**src/bmv_pkg.sv**
```systemverilog
`timescale 1ns / 1ps
// ----------------------------------------------------------------------------
// bmv_pkg: shared types and constants of the band matrix-vector multiplier
// Item and result payloads, operation and register codes, sequencer states
// and the control group of the shared multiplier.
// ----------------------------------------------------------------------------
package bmv_pkg;

	localparam int DATA_W    = 16;  // element width, signed Q8.8
	localparam int FRAC_W    = 8;   // fraction bits of an element
	localparam int IDX_W     = 6;   // row and column index width
	localparam int MAX_DIM   = 64;  // rows and columns held in the stores
	localparam int DIM_W     = 7;   // width of row_count and col_count
	localparam int BW_W      = 4;   // width of lower_width and upper_width
	localparam int BW_MAX    = 15;  // largest bandwidth the registers can hold
	localparam int CFG_IDX_W = 3;
	localparam int CFG_W     = 16;  // widest configuration register

	typedef enum logic [1:0] {
		OP_LOAD_A = 2'd0,
		OP_LOAD_X = 2'd1,
		OP_LOAD_Y = 2'd2,
		OP_START  = 2'd3
	} op_t;

	typedef enum logic [CFG_IDX_W-1:0] {
		REG_ROW_COUNT   = 3'd0,
		REG_COL_COUNT   = 3'd1,
		REG_LOWER_WIDTH = 3'd2,
		REG_UPPER_WIDTH = 3'd3,
		REG_ALPHA_GAIN  = 3'd4,
		REG_BETA_GAIN   = 3'd5
	} cfg_reg_t;

	typedef enum logic [2:0] {
		ST_CLEAR,
		ST_IDLE,
		ST_ROW,
		ST_MAC,
		ST_ALPHA,
		ST_BETA,
		ST_SUM,
		ST_OUT
	} state_t;

	typedef enum logic [1:0] {
		MUL_BAND,
		MUL_ALPHA,
		MUL_BETA
	} mul_sel_t;

	typedef struct packed {
		logic     en;
		mul_sel_t sel;
	} mul_ctrl_t;

	typedef struct packed {
		op_t                      op;
		logic [IDX_W-1:0]         row;
		logic [IDX_W-1:0]         col;
		logic signed [DATA_W-1:0] value;
	} item_t;

	typedef struct packed {
		logic signed [DATA_W-1:0] y_value;
		logic [IDX_W-1:0]         y_index;
		logic                     last;
	} result_t;

endpackage

```
**src/bmv_mul_unit.sv**
```systemverilog
`timescale 1ns / 1ps
// ----------------------------------------------------------------------------
// bmv_mul_unit: shared signed multiplier with operand selection
// One registered multiplier serves the band products, the alpha scaling of
// the row sum and the beta scaling of the old y element.
// ----------------------------------------------------------------------------
module bmv_mul_unit import bmv_pkg::*; #(
	parameter int ACC_W = 37
) (
	input  logic                             clk,
	input  mul_ctrl_t                        ctrl,
	input  logic signed [DATA_W-1:0]         band_rd,
	input  logic signed [DATA_W-1:0]         x_rd,
	input  logic signed [DATA_W-1:0]         y_rd,
	input  logic signed [ACC_W-1:0]          acc,
	input  logic signed [DATA_W-1:0]         alpha,
	input  logic signed [DATA_W-1:0]         beta,
	output logic signed [ACC_W+DATA_W-1:0]   prod_s2
);

	logic signed [ACC_W-1:0]  opa;
	logic signed [DATA_W-1:0] opb;

	always_comb begin
		case (ctrl.sel)
			MUL_BAND: begin
				opa = ACC_W'(band_rd);
				opb = x_rd;
			end
			MUL_ALPHA: begin
				opa = acc;
				opb = alpha;
			end
			MUL_BETA: begin
				opa = ACC_W'(y_rd);
				opb = beta;
			end
			default: begin
				opa = '0;
				opb = '0;
			end
		endcase
	end

	always_ff @(posedge clk) begin
		if (ctrl.en) begin
			prod_s2 <= (ACC_W+DATA_W)'(opa) * (ACC_W+DATA_W)'(opb);
		end
	end

endmodule

```
**config.mk**
```make
export PLATFORM = sky130hd
export DESIGN_NAME = bmv_mul_unit
export DESIGN_NICKNAME = d
export VERILOG_FILES = /design/src/bmv_pkg.sv /design/src/bmv_mul_unit.sv
export SDC_FILE = /design/constraint.sdc
export NUM_CORES = 2
export LEC_CHECK = 0
export BUFFER_PORTS_ARGS = -buffer_cell sky130_fd_sc_hd__buf_2
export CORE_MARGIN = 2
export CORE_UTILIZATION = 65
export CTS_CLUSTER_DIAMETER = 200
export DETAILED_ROUTE_END_ITERATION = 8
export GPL_TIMING_DRIVEN = 0
export PLACE_DENSITY = 0.91
export SYNTH_ARGS = -nofsm -noshare
export SYNTH_HDL_FRONTEND = slang
export SYNTH_SLANG_ARGS = --single-unit
```
**constraint.sdc**
```tcl
create_clock -name clk -period 17.1 [get_ports clk]
set_input_delay 1.71 -clock clk [delete_from_list [all_inputs] [get_ports clk]]
set_output_delay 1.71 -clock clk [all_outputs]
set_load 0.1 [all_outputs]
```
## Yosys cells after proc, flatten, opt, wreduce, memory -nomap -nowiden

Cells that the tools add are included.

| operators by class | value |
|---|---|
| multipliers | 1 |
| eq/ne operators | 2 |
| mux-type cells | 2 |
| reduce and logical (&&, ||, !) cells | 1 |

Operator list:

| cell | number |
|---|---|
| one-hot mux 37 bit (3 select lines) | 1 |
| multiplier 37 x 16 -> 53 bit | 1 |
| one-hot mux 16 bit (3 select lines) | 1 |
| == test 2 x 1 -> 1 bit, second input constant | 1 |
| == test 2 bit, second input constant | 1 |
| logical NOT 2 bit | 1 |

| word-level totals | value |
|---|---|
| bits in registers | 53 |
| bits of input ports | 121 |
| output and inout port bits | 53 |
| word-level logic and storage cells | 7 |

## Depth between registers and ports, before layout

| depth | value |
|---|---|
| word-level depth | 3 |
| mapped depth | 31 |
| depth with buffers taken out | 27 |

## Worst setup path after synthesis

No wires, ideal clock.

| path | value |
|---|---|
| path type | input to register |
| start point | input ctrl[1] (netlist name) |
| end point | register prod_s2[52] (data pin) |
| arrival | 8.420 ns |
| data required time | 16.828 ns |
| setup slack | 8.408 ns |
| stages on the path | 29 |
| buffers on the path | 5 |
| cell sequence | buf_2 > buf_2 > buf_2 > mux2i_1 > o21ai_1 > clkbuf_1 > nand2_1 > fa_1 > inv_1 > fa_1 > inv_1 > fa_1 > inv_1 > fa_1 > fa_1 > inv_1 > fa_1 > inv_1 > ha_1 > clkbuf_1 > nand3_1 > nor4_1 > a22oi_1 > nor3_1 > a211oi_2 > a211oi_1 > o41ai_2 > nand2_1 > o211ai_1 |

| on the way | value |
|---|---|
| longest elaborated chain between the ends | 3 |
| elaborated cells on any way between the ends | 6 |
| those cells by class | mul (1); eq/ne (2); mux (2); reduce/logical (1) |

Ends and longest elaborated chain:

| item | RTL line | text |
|---|---|---|
| start, declared | bmv_mul_unit.sv:11 | `input mul_ctrl_t ctrl,` |
| == test 2 bit (tied with other cells) | bmv_mul_unit.sv:25 | `case (ctrl.sel)` |
| one-hot mux 37 bit (3 select lines) or one-hot mux 16 bit (3 select lines) (tied branches) | bmv_mul_unit.sv:25 |  |
| multiplier 37 x 16 -> 53 bit (*) | bmv_mul_unit.sv:47 | `prod_s2 <= (ACC_W+DATA_W)'(opa) * (ACC_W+DATA_W)'(opb);` |
| end signal, assigned | bmv_mul_unit.sv:47 |  |
| end, declared | bmv_mul_unit.sv:18 | `output logic signed [ACC_W+DATA_W-1:0] prod_s2` |

Mark *: on every way between the ends. The rest lies on a longest branch, timed or not.
A chain may end at the register's enable or synchronous reset.

## Worst setup path after layout

Same ends and word-level chain as after synthesis.

==> flow_summary_export.csv <==
group,metric,value,unit
timing,whs,2.05,ns
critical_path,critPathMaxStageDelay,0.98,ns
critical_path,crit_type,"input pin to register",
critical_path,critPathMaxFanout,10,
drt,drtPass1Iterations,7,
hold_path,hp-class,"input pin to register",
timing,finalCritPeriodShare,65.9,%
timing,min_period,11.26,ns
yosys,netlist_area,23000,um2
clock_network,clockBufferDepth,2,
timing,grt_setup_unrepaired,"false",
yosys,synth_fp_nets,3446,
finish,nFillCells,2621,
finish,seq_area,1590,um2
finish,area_growth,7.08,%
drt,wl_per_cell,25.8,um
yosys,syn_inst,2645,
clock_network,cts_tree,"yes",
drt,via_per_inst,6.14,
hold_path,hold_depth,4,
die,fp.dieArea,37000,um2
timing,setup_viol,0,
hold_path,holdPathEnd,"prod_s2[1]$_DFFE_PP_",
yosys,ys_ff_latch,53,
die,rows,68,
yosys,ys_seq_area_share,6.90,%
timing,slew_headroom,-1.14,%
finish,layout-drive-gt1-share,7.53,%
grt,gr-total-overflow,0,
finish,nets,3628,
grt,grtUsageTotal,49.1,%
yosys,yosys_warnings,0,
drt,finalWirelength,84.8,mm
finish,largest_reg_flops,53,
grt,grt_pass1_vias,22400,
status,status,"finished with violations",
critical_path,required,17.18,ns
critical_path,cp-end-kind,"register",
clock_network,root_buffer,"clkbuf_16",
die,core,34700,um2
yosys,synth_ff_type,"edfxtp_1",
placement,gp_congestion,1.03,
yosys,synth-async-reset-ratio,0,%
finish,regMostFlops,"prod_s2",
drt,ant_nets,0,
die,start_util,66.4,%
drt,vias,20200,
placement,numPortBuffers,173,
timing,hold_violations,0,
yosys,syn_avg_cell_area,8.71,um2
timing,max_freq,88.8,MHz
drt,drt_iter0_markers,1863,
die,die_height,192,um
clock_network,cts_hold_buffers,0,
placement,post-place-ws,5.83,ns
clock_network,h-tree-depth,2,
placement,hpwl,70.4,mm
clock_network,cts_buffers,5,
finish,layout_commonest_cell,"inv_1",
status,violations,"max-capacitance violations, max-slew violations",
die,pin_count,174,
hold_path,worstHoldStart,"acc[1]",
clock_network,cts_resized,0,
finish,largest_registers,"prod_s2 (53)",
finish,fin_util,71.1,%
die,dieWidth,192,um
grt,grt_max_degree,54,
critical_path,critPathMostFrequentCell,"fa_1",
grt,grt_antenna_before_repair,1,
timing,setup_slack,5.84,ns
clock_network,post_cts_buffers,0,
timing,slew_viol_final,11,
clock_network,path_clk_slew,0.08,ns
finish,mostFrequentLayoutCells,"inv_1 (643), fa_1 (556), nand2_1 (400)",
critical_path,startpoint_type,"input pin",
grt,grt_pass1_wl,130,mm
timing,finalSetupTns,0,ns
critical_path,arrival,11.35,ns
timing,tightestPinTransition,1.52,ns
finish,multi_input_area,18600,um2
yosys,netlist-cell-type-count,58,
yosys,synth-edff-count,53,
flow_run,cap_violations,1,
drt,drc_errors,0,
clock_network,clock-sinks,53,
critical_path,crit_slowest_cell,"o21ai_1",
cells in the mapped netlist (23+ instances only):
| cell | count | area, um2 |
|---|---|---|
| fa_1 | 556 | 11100 |
| clkbuf_1 | 88 | 330 |
| a21o_1 | 87 | 653 |
| xnor2_1 | 32 | 280 |
| nor2_1 | 268 | 1010 |
| ha_1 | 124 | 1550 |
| edfxtp_1 | 53 | 1590 |
| a21oi_1 | 100 | 500 |
| inv_1 | 643 | 2410 |
| mux2i_1 | 34 | 340 |
| nand2_1 | 400 | 1500 |
| o21ai_0 | 23 | 115 |
through the flow:
| step | std cells | cell area [um2] |
|---|---|---|
| 3_5_place_dp | 3274 | 24500 |
| 4_1_cts | 3282 | 24700 |
| 6_report | 3284 | 24700 |
| 2_1_floorplan | 2645 | 23000 |
| 5_1_grt | 3283 | 24700 |
| 3_3_place_gp | 3273 | 24500 |
critical path: cells and delay by family:
kind | cells | cell delay, ns
compound gates | 8 | 3.49
fa+ha+maj | 7 | 3.32
buf+inv | 11 | 2.36
simple gates | 2 | 0.32
mux | 1 | 0.15
how the worst max path moves through the flow:
| stage | to | slack [ns] | cells past startpoint | from |
|---|---|---|---|---|
| final | prod_s2[52]$_DFFE_PP_ | 5.84 | 29 | ctrl[1] |
| after floorplan | prod_s2[52]$_DFFE_PP_ | 8.41 | 29 | ctrl[1] |
| after global routing | prod_s2[52]$_DFFE_PP_ | 5.43 | 29 | ctrl[1] |
| after global placement | prod_s2[52]$_DFFE_PP_ | 5.68 | 27 | ctrl[0] |
| after detailed placement | prod_s2[52]$_DFFE_PP_ | 5.83 | 29 | ctrl[1] |
| after CTS | prod_s2[52]$_DFFE_PP_ | 6.17 | 29 | ctrl[1] |
layout make-up:
| type | count | share of cell area (%) |
|---|---|---|
| inverters | 644 | 9.79 |
| plain buffers | 110 | 1.73 |
| repair buffers | 175 | 3.61 |
| clock buffers | 5 | 0.507 |
| well taps | 455 | 2.31 |
| clock inverters | 3 | 0.101 |
| diodes | 1 | 0.0101 |
| flip-flops and latches | 53 | 6.45 |
| multi-input cells | 1838 | 75.5 |
cell families (layout without fill, tap and decap cells):
logic type,after synthesis,in the layout,synth area share (%)
buffers and inverters,754,937,12.3
adders and majority gates,680,680,55.0
muxes,34,34,1.48
AOI/OAI and AO/OA,308,308,8.86
and+or+nand+nor,766,766,13.5
other,0,1,0
xor gates and xnor gates,50,50,1.90
DFF,53,53,6.90
metal layers:
layer	share of wire [%]	routed length (um)	global-route usage, %
met4	10	8780	40.2
met3	12	10300	14.7
met1	32	27500	55.0
met2	45	38200	77.8
met5	0.015	13	0
Power is not shown: default switching activity piles up to over one toggle a cycle in this logic, so the estimate is an artifact.
